$ cat config.mk
export PLATFORM = sky130hd
export DESIGN_NAME = tbwa_ctrl
export DESIGN_NICKNAME = d
export VERILOG_FILES = /design/src/rtl/tbwa_pkg.sv /design/src/rtl/tbwa_ctrl.sv
export VERILOG_INCLUDE_DIRS = /design/src /design/src/rtl
export SDC_FILE = /design/constraint.sdc
export NUM_CORES = 1
export LEC_CHECK = 0
export BUFFER_PORTS_ARGS = -buffer_cell sky130_fd_sc_hd__buf_2
export CELL_PAD_IN_SITES_DETAIL_PLACEMENT = 0
export CELL_PAD_IN_SITES_GLOBAL_PLACEMENT = 1
export CORE_ASPECT_RATIO = 1.25
export CORE_MARGIN = 2
export CORE_UTILIZATION = 45
export CTS_BUF_LIST = sky130_fd_sc_hd__clkbuf_16
export DETAILED_ROUTE_END_ITERATION = 16
export PLACE_DENSITY_LB_ADDON = 0.1
export SETUP_SLACK_MARGIN = 0.4
export SLEW_MARGIN = 10
export SYNTH_ARGS = -nofsm -noshare
export SYNTH_HDL_FRONTEND = slang
export SYNTH_SLANG_ARGS = --single-unit
$ cat constraint.sdc
create_clock -name i_clk -period 3.95 [get_ports i_clk]
set_input_delay 0.395 -clock i_clk [delete_from_list [all_inputs] [get_ports i_clk]]
set_output_delay 0.395 -clock i_clk [all_outputs]
set_load 0.005 [all_outputs]
$ cat src/rtl/time_bin_weighted_average_defines.svh
// Assertion macros used by the RTL controller.
`ifndef TIME_BIN_WEIGHTED_AVERAGE_DEFINES_SVH
`define TIME_BIN_WEIGHTED_AVERAGE_DEFINES_SVH

// Same-cycle implication, checked outside reset.
`define TBWA_ASSERT_NOW(lbl, clk, rst_n, ante, cons, msg) \
    lbl: assert property (@(posedge clk) disable iff (!(rst_n)) (ante) |-> (cons)) \
        else $error(msg);

// Next-cycle implication, checked outside reset.
`define TBWA_ASSERT_NEXT(lbl, clk, rst_n, ante, cons, msg) \
    lbl: assert property (@(posedge clk) disable iff (!(rst_n)) (ante) |=> (cons)) \
        else $error(msg);

`endif

$ cat src/rtl/tbwa_pkg.sv
package tbwa_pkg;

    localparam int MaxPoints   = 4096;
    localparam int CountW      = 13;
    localparam int WeightShift = 20;
    localparam int WeightW     = WeightShift + 1;
    localparam int NumW        = 64;
    localparam int DenW        = 40;
    localparam int RootW       = 32;
    localparam int CntDivW     = 7;
    localparam int CntSqrtW    = 6;

    localparam logic [1:0] CfgBinWidth = 2'd0;
    localparam logic [1:0] CfgDefError = 2'd1;

    typedef enum logic [4:0] {
        ST_IDLE, ST_CHECK, ST_OPEN, ST_SQ, ST_WDIV, ST_WWAIT, ST_MUL, ST_ACC,
        ST_POINT, ST_MDIV, ST_MWAIT, ST_NSQ, ST_NCUBE, ST_NKEEP, ST_ESQ,
        ST_EDIV, ST_EWAIT, ST_SQRT, ST_SWAIT, ST_OUT, ST_CLEAR
    } t_state;

    typedef enum logic [3:0] {
        OP_NONE, OP_LOAD, OP_OPEN, OP_MUL, OP_ACC, OP_DIV_START, OP_DIV_TAKE,
        OP_SQRT_START, OP_SQRT_TAKE, OP_POINT, OP_EMIT, OP_CLEAR
    } t_dp_op;

    typedef enum logic [3:0] {
        SEL_ERR2, SEL_WEIGHT, SEL_OFF, SEL_MAG, SEL_X, SEL_Y, SEL_AP,
        SEL_N2, SEL_N3, SEL_ES2, SEL_ERR
    } t_sel;

    typedef struct packed {
        t_dp_op op;
        t_sel   sel;
        logic   final_bin;
    } t_dp_cmd;

    typedef struct packed {
        logic close;
        logic eos;
        logic out_free;
        logic div_done;
        logic sqrt_done;
    } t_dp_stat;

    // Channel order of the five weighted means.
    function automatic t_sel ch_sel(input logic [2:0] idx);
        t_sel s;
        case (idx)
            3'd0:    s = SEL_OFF;
            3'd1:    s = SEL_MAG;
            3'd2:    s = SEL_X;
            3'd3:    s = SEL_Y;
            default: s = SEL_AP;
        endcase
        return s;
    endfunction

endpackage

$ cat src/rtl/tbwa_ctrl.sv
`include "time_bin_weighted_average_defines.svh"

module tbwa_ctrl (
    input  logic               i_clk,
    input  logic               i_rst_n,
    input  logic               i_in_valid,
    output logic               o_in_ready,
    input  tbwa_pkg::t_dp_stat i_stat,
    output tbwa_pkg::t_dp_cmd  o_cmd
);
    import tbwa_pkg::*;

    t_state     r_state;
    t_state     n_state;
    logic [2:0] r_idx;
    logic [2:0] n_idx;
    logic       r_final;
    logic       n_final;

    always_ff @(posedge i_clk) begin
        if (!i_rst_n) begin
            r_state <= ST_IDLE;
            r_idx   <= '0;
            r_final <= 1'b0;
        end else begin
            r_state <= n_state;
            r_idx   <= n_idx;
            r_final <= n_final;
        end
    end

    always_comb begin
        n_state         = r_state;
        n_idx           = r_idx;
        n_final         = r_final;
        o_cmd.op        = OP_NONE;
        o_cmd.sel       = ch_sel(r_idx);
        o_cmd.final_bin = r_final;
        o_in_ready      = 1'b0;
        unique case (r_state)
            ST_IDLE: begin
                o_in_ready = 1'b1;
                if (i_in_valid) begin
                    o_cmd.op = OP_LOAD;
                    n_state  = ST_CHECK;
                end
            end
            ST_CHECK: begin
                n_idx = '0;
                if (i_stat.close) begin
                    n_final = 1'b0;
                    n_state = ST_MDIV;
                end else begin
                    n_state = ST_OPEN;
                end
            end
            ST_OPEN: begin
                o_cmd.op = OP_OPEN;
                n_state  = ST_SQ;
            end
            ST_SQ: begin
                o_cmd.op  = OP_MUL;
                o_cmd.sel = SEL_ERR2;
                n_state   = ST_WDIV;
            end
            ST_WDIV: begin
                o_cmd.op  = OP_DIV_START;
                o_cmd.sel = SEL_WEIGHT;
                n_state   = ST_WWAIT;
            end
            ST_WWAIT: begin
                o_cmd.sel = SEL_WEIGHT;
                if (i_stat.div_done) begin
                    o_cmd.op = OP_DIV_TAKE;
                    n_idx    = '0;
                    n_state  = ST_MUL;
                end
            end
            ST_MUL: begin
                o_cmd.op = OP_MUL;
                n_state  = ST_ACC;
            end
            ST_ACC: begin
                o_cmd.op = OP_ACC;
                if (r_idx == 3'd4) begin
                    n_state = ST_POINT;
                end else begin
                    n_idx   = r_idx + 1'b1;
                    n_state = ST_MUL;
                end
            end
            ST_POINT: begin
                o_cmd.op = OP_POINT;
                if (i_stat.eos) begin
                    n_final = 1'b1;
                    n_idx   = '0;
                    n_state = ST_MDIV;
                end else begin
                    n_state = ST_IDLE;
                end
            end
            ST_MDIV: begin
                o_cmd.op = OP_DIV_START;
                n_state  = ST_MWAIT;
            end
            ST_MWAIT: begin
                if (i_stat.div_done) begin
                    o_cmd.op = OP_DIV_TAKE;
                    if (r_idx == 3'd4) begin
                        n_state = ST_NSQ;
                    end else begin
                        n_idx   = r_idx + 1'b1;
                        n_state = ST_MDIV;
                    end
                end
            end
            ST_NSQ: begin
                o_cmd.op  = OP_MUL;
                o_cmd.sel = SEL_N2;
                n_state   = ST_NCUBE;
            end
            ST_NCUBE: begin
                o_cmd.op  = OP_MUL;
                o_cmd.sel = SEL_N3;
                n_state   = ST_NKEEP;
            end
            ST_NKEEP: begin
                o_cmd.op  = OP_ACC;
                o_cmd.sel = SEL_N3;
                n_state   = ST_ESQ;
            end
            ST_ESQ: begin
                o_cmd.op  = OP_MUL;
                o_cmd.sel = SEL_ES2;
                n_state   = ST_EDIV;
            end
            ST_EDIV: begin
                o_cmd.op  = OP_DIV_START;
                o_cmd.sel = SEL_ERR;
                n_state   = ST_EWAIT;
            end
            ST_EWAIT: begin
                o_cmd.sel = SEL_ERR;
                if (i_stat.div_done) begin
                    o_cmd.op = OP_DIV_TAKE;
                    n_state  = ST_SQRT;
                end
            end
            ST_SQRT: begin
                o_cmd.op = OP_SQRT_START;
                n_state  = ST_SWAIT;
            end
            ST_SWAIT: begin
                if (i_stat.sqrt_done) begin
                    o_cmd.op = OP_SQRT_TAKE;
                    n_state  = ST_OUT;
                end
            end
            ST_OUT: begin
                if (i_stat.out_free) begin
                    o_cmd.op = OP_EMIT;
                    n_state  = ST_CLEAR;
                end
            end
            ST_CLEAR: begin
                o_cmd.op = OP_CLEAR;
                // A closed bin hands over to the point that closed it.
                n_state  = r_final ? ST_IDLE : ST_OPEN;
            end
            default: n_state = ST_IDLE;
        endcase
    end

    `TBWA_ASSERT_NOW(a_div_idle, i_clk, i_rst_n, o_cmd.op == OP_DIV_START, i_stat.div_done, "divider restarted while busy")
    `TBWA_ASSERT_NOW(a_emit_free, i_clk, i_rst_n, o_cmd.op == OP_EMIT, i_stat.out_free, "bin emitted over a pending result")
    `TBWA_ASSERT_NEXT(a_eos_final, i_clk, i_rst_n, (r_state == ST_POINT) && i_stat.eos, r_final && (r_state == ST_MDIV), "end of series did not start a final bin")
    `TBWA_ASSERT_NEXT(a_close_reopen, i_clk, i_rst_n, (r_state == ST_CLEAR) && !r_final, r_state == ST_OPEN, "closing point was dropped")
endmodule

# After elaboration in Yosys (flattened, before gate mapping)
# Cells that the tools add are included.
classes:
  mux: 28
  n_reduce_logical: 14
  eq_ne: 32
  add_sub_neg: 1
op_table:
  columns: ["op", "n"]
  rows:
  - ["$pmux W5 S21", 1]
  - ["$pmux W4 S11", 1]
  - ["$eq A5 B4 Y1 const B", 8]
  - ["$mux W5", 6]
  - ["$eq A5 B5 Y1 const B", 5]
  - ["$pmux W4 S6", 1]
  - ["$eq A5 B3 Y1 const B", 4]
  - ["$mux W4", 5]
  - ["$ne A2 B2 Y1 const B", 8]
  - ["$mux W3", 5]
  - ["$pmux W3 S5", 1]
  - ["$pmux W3 S4", 1]
  - ["$eq A5 B2 Y1 const B", 2]
  - ["$reduce_or A2 Y1", 4]
  - ["$eq A3 B2 Y1 const B", 2]
  - ["$reduce_and A6 Y1", 1]
  - ["$reduce_or A3 Y1", 2]
  - ["$eq A5 B1 Y1 const B", 1]
  - ["$logic_not A5 Y1", 1]
  - ["$reduce_bool A5 Y1", 1]
  - ["$reduce_or A5 Y1", 1]
  - ["$mux W1", 4]
  - ["$mux W2", 2]
  - ["$reduce_and A4 Y1", 1]
  - ["7 further kinds", 7]
word_totals:
  regBits: 9
  inputBits: 8
  elab_cells: 78
  output_inout_bits: 10

# Longest topological paths before layout
logic_depth:
  word_depth: 4
  mapped_depth: 8
  ltp_nobuf: 7

# Worst setup path before layout
# OpenSTA, ideal clock, no wires.
synth_path:
  path_type: "reg2out"
  startpoint: "register r_idx[0]"
  endpoint: "output port o_cmd[2] (netlist bit)"
  required_ns: 3.555
  setup_slack_ns: 2.174
  arrival_time_ns: 1.381
  stages_incl_launch_ff: 8
  path_buffers: 0
  cell_sequence: "dfxtp_1 > inv_1 > ha_1 > nor2b_1 > o21ai_0 > a21oi_1 > o211ai_1 > a21o_1"
synth_rtl:
  columns: ["element", "line", "source"]
  rows:
  - ["start, declared", "tbwa_ctrl.sv:15", "logic [2:0] r_idx;"]
  - ["start signal, assigned", "tbwa_ctrl.sv:27", "r_idx <= n_idx;"]
  - ["end, declared", "tbwa_ctrl.sv:9", "output tbwa_pkg::t_dp_cmd o_cmd"]

==> results.md <==
- The run finished with clean final reports.
- The synthesized flop and latch total is 9.
- Once detail routing completed, the nets flagged for antenna violations numbered 0.
- The cell count after synthesis is 182.
- In this run the deepest clock path goes through 2 buffers.
- The synthesized netlist contains 50 unique library cells.
- The via count of the first global-routing pass is 1211.
- Entering global routing, the biggest net connects 33 pins.
- The master of the slowest instance on the critical path is sky130_fd_sc_hd__dfxtp_1.
- Of the total synthesized cell area, the portion taken by XOR and XNOR cells is 0.00674.
- When the netlist entered floorplanning its net count stood at 195.
- The analysis attributes to cell leakage a power of 0.000538 uW.
- At the end of the flow the core is filled with cells to 0.521.
- 0 antenna diodes ended up in the layout.
- The total area inside the core boundary comes to 2710 um2.
- Timing would allow up to 360 MHz.
- The design draws 809 uW.
- Counting flops with a built-in enable in the synthesized netlist gives 0.
- In the finished design, the share of the clock period the worst path needs comes to 0.704.
- The total congestion overflow is 0.
- The area fraction of the dominant cell type after synthesis is 0.139.
- The clock tree skew after final layout is 1.38 ps.
- The clock sink count is 9.
- In this run the worst hold path is classified as flop to flop.
- The starting utilization of the core area is 0.480.
- The total of cells resized after clock tree synthesis is 0.
- The first-pass GRT wire length is 5660 um.
- Across every metal layer, demand over resource in global routing totals 0.220.
- The count of filler cells inserted in the layout is 282.
- The worst path required time is 3560 ps.
- The setup check on the worst reg-to-reg path leaves a slack of 1620 ps.
- The maximum level of the CTS H-tree is 1.
- The fraction of final layout cells sized beyond drive strength 1 is 0.175.
- During I/O placement, the number of pins put on the boundary was 18.
- The number of endpoints failing setup at the final stage is 0.
- The multi-input combinational cells in the finished layout cover a total of 970 um2.
- The critical hold path startpoint is r_idx[1]$_SDFFE_PN0P_.
- The total of max-cap violations is 0.
- Headroom to the max-slew limit came out at 0.455.
- The final-report max-slew violation count is 0.
- The summed negative setup slack over all endpoints is 0 ps.
- Measured in cells, the most critical reg-to-reg path has a length of 5.
- The number of cells on the worst hold path is 2.
- In the synthesized netlist the async set-or-reset flop fraction comes to 0.
- The number of vias after detailed routing is 1382.
- After clock tree synthesis, the clock-pin slew on the worst setup and hold paths is 40 ps.
- The most frequent cell after synthesis is sky130_fd_sc_hd__nand2_1.
- The combined flip-flop and latch cell area is 180 um2.
- The worst setup path is captured at an output pin.
- The kind of critical path is flop to output pin.
- Detailed placement finished with a half-perimeter wire length of 2400 um.
- Of the total synthesized cell area, the portion taken by AND, OR, NAND and NOR gates is 0.302.
- The source-to-sink clock delay at the later pin of the worst-skew pair is 230 ps.
- The initialized floorplan defines 21 standard-cell rows.
- After the first detailed-routing iteration, the DRC count stood at 41.
- The worst vdd rail ir drop is 401 uV.
- The worst register-to-register path begins at r_state[4]$_SDFFE_PN0P_.
- In this run the worst path has a maximum fanout of 25.
- For this design the ratio of total power to cell area is 574 nW/um2.
- The post-synth design cell area is 1300 um2.
- The worst path in the final design needs a cycle of 2780 ps, including I/O delays and setup.
- The mux contribution to synthesized area is 0.0635.
- The final routed DRC violation total is 0.
- The critical path data arrival time is 2380 ps.
- The reg-to-reg endpoint is r_state[1]$_SDFFE_PN0P_.
- The width of the chip is 52.1 um.
- The number of placed instances, taps included, is 219.
- The growth of design area from synthesis to finish is 8.37%.
- The endpoint with the worst hold slack is r_idx[1]$_SDFFE_PN0P_.
- The most used flip-flop cell after synthesis is sky130_fd_sc_hd__dfxtp_1.
- Of the total synthesized cell area, the portion taken by full adders, half adders and majority gates is 0.0481.
- The count of final hold-check violations is 0.
- Hold repair after CTS inserted 0 buffers.
- The sequential-to-total area share from yosys stat is 0.139.
- At the pin with the least slew margin, the transition time is 816 ps.
- The biggest area consumer among synthesized cells is sky130_fd_sc_hd__dfxtp_1.
- Clock tree synthesis inserted a total of 3 buffers.
- Walking the worst path, the cells encountered are inv_1 > nor3_1 > a31oi_1 > o21ai_1 > buf_2.
- The synthesized area divided by synthesized cell count is 7.14 um2.
- In this design, the stage delay of the slowest critical-path cell is 840 ps.
- The fraction of the mapped netlist area in compound gates is 0.325.
- The number of warning messages in the yosys log is 0.
- The worst setup path is launched from a flop.
- TritonCTS built the clock tree.
- In the routed layout, each cell is associated on average with a via count of 6.20.
- Dividing the detail-routed wire length by the instance count gives 15.3 um.
- The die covers 3340 um2.
- The count of placed standard cells in the final layout, fillers left out is 223.
- The first TritonRoute pass finished after 4 iterations.
- At the end of routability-driven placement, the weighted congestion stood at 0.792.
- The net count of the finished layout is 203.
- The tree is rooted in a sky130_fd_sc_hd__clkbuf_16.
- After synthesis, the largest family of logic cells by area is compound AO/OA/AOI/OAI gates.
- Summed over all layers, the routed wires come to 3410 um.
- After clock tree synthesis, the setup repair step added 0 buffers.
- Setup repair after global routing left no endpoint under its margin.
- Sorting the synthesized cells by area gives the leading types as sky130_fd_sc_hd__dfxtp_1, sky130_fd_sc_hd__nand2_1, sky130_fd_sc_hd__o21ai_0.
- The commonest cells after synthesis are sky130_fd_sc_hd__nand2_1, sky130_fd_sc_hd__o21ai_0, sky130_fd_sc_hd__a21oi_1, sky130_fd_sc_hd__nor2_1, sky130_fd_sc_hd__dfxtp_1.
- The initial antenna violation count was 0.
- The height of the chip is 64.1 um.
- Buffers placed on the I/O ports in this run total 17.
through the flow:
stage,area [um2],hold WS (ps),worst slack [ps]
after floorplan,1300,468,2170
after detailed placement,1330,511,1460
after global routing,1410,526,1020
after global placement,1330,492,1540
after CTS,1410,503,1220
final,1410,499,1170
cell type report:
type,instances,area share
clock inverters,1,0.00266
well taps,34,0.0302
inverters,6,0.0160
multi-input cells,149,0.688
flip-flops and latches,9,0.128
repair buffers,21,0.0817
clock buffers,3,0.0533
layout by cell type, fill, tap and decap left out, types with 3 or more instances in the layout:
cell type and n:
sky130_fd_sc_hd__nand2_1 22, sky130_fd_sc_hd__buf_2 17, sky130_fd_sc_hd__o21ai_0 15, sky130_fd_sc_hd__nor2_1 11, sky130_fd_sc_hd__a21oi_1 11, sky130_fd_sc_hd__dfxtp_1 9
sky130_fd_sc_hd__inv_1 7, sky130_fd_sc_hd__nor2b_1 7, sky130_fd_sc_hd__nand3_1 7, sky130_fd_sc_hd__nand2b_1 6, sky130_fd_sc_hd__mux2i_1 6, sky130_fd_sc_hd__nor3_1 5
sky130_fd_sc_hd__o211ai_1 5, sky130_fd_sc_hd__ha_1 5, sky130_fd_sc_hd__o21ai_1 4, sky130_fd_sc_hd__nand4_1 4, sky130_fd_sc_hd__buf_4 4, sky130_fd_sc_hd__nand3b_1 3
sky130_fd_sc_hd__a31oi_1 3, sky130_fd_sc_hd__clkbuf_16 3
how the worst max path moves through the flow:
stage / from / endpoint / slack (ps) / cells past startpoint
detailed placement: r_state[4]$_SDFFE_PN0P_ / o_cmd[8] / 1460 / 5
CTS: r_state[4]$_SDFFE_PN0P_ / o_cmd[8] / 1220 / 5
floorplan: r_idx[0]$_SDFFE_PN0P_ / o_cmd[2] / 2170 / 7
global route: r_state[4]$_SDFFE_PN0P_ / o_cmd[6] / 1020 / 6
global placement: r_state[4]$_SDFFE_PN0P_ / o_cmd[8] / 1540 / 5
finish: r_state[4]$_SDFFE_PN0P_ / o_cmd[8] / 1170 / 5
flip-flops by register name, summed over array words and instances, names as in the netlist:
name,flops
r_final,1
r_state,5
r_idx,3
metal layers:
metal | share of wire | track usage | vias to the layer above
met4 | 0.018 | 0.0888 | 0
met2 | 0.48 | 0.337 | 33
li1 | - | - | 683
met3 | 0.033 | 0.0257 | 7
met5 | 0 | 0 | -
met1 | 0.47 | 0.307 | 659
power breakdown:
group / leakage [uW] / internal, uW / switching (uW)
Sequential: 0.0000732 / 107 / 14.5
Combinational: 0.000422 / 202 / 312
Clock: 0.0000423 / 132 / 41.4
Total: 0.000538 / 441 / 368
critical path, delay by kind of cell (launching register included):
| family | cells | cell delay [ps] |
|---|---|---|
| AOI/OAI and AO/OA | 2 | 280 |
| and+or+nand+nor | 1 | 530 |
| buffers and inverters | 2 | 490 |
| DFF | 1 | 840 |
kinds of logic (layout without fill, tap and decap cells):
logic type / Yosys count / after routing
xor+xnor: 1 / 1
buf+inv: 24 / 31
mux: 8 / 8
flops: 9 / 9
compound gates: 60 / 60
simple gates: 75 / 75
fa+ha+maj: 5 / 5
Note: power is estimated with default switching activity, not from simulation.
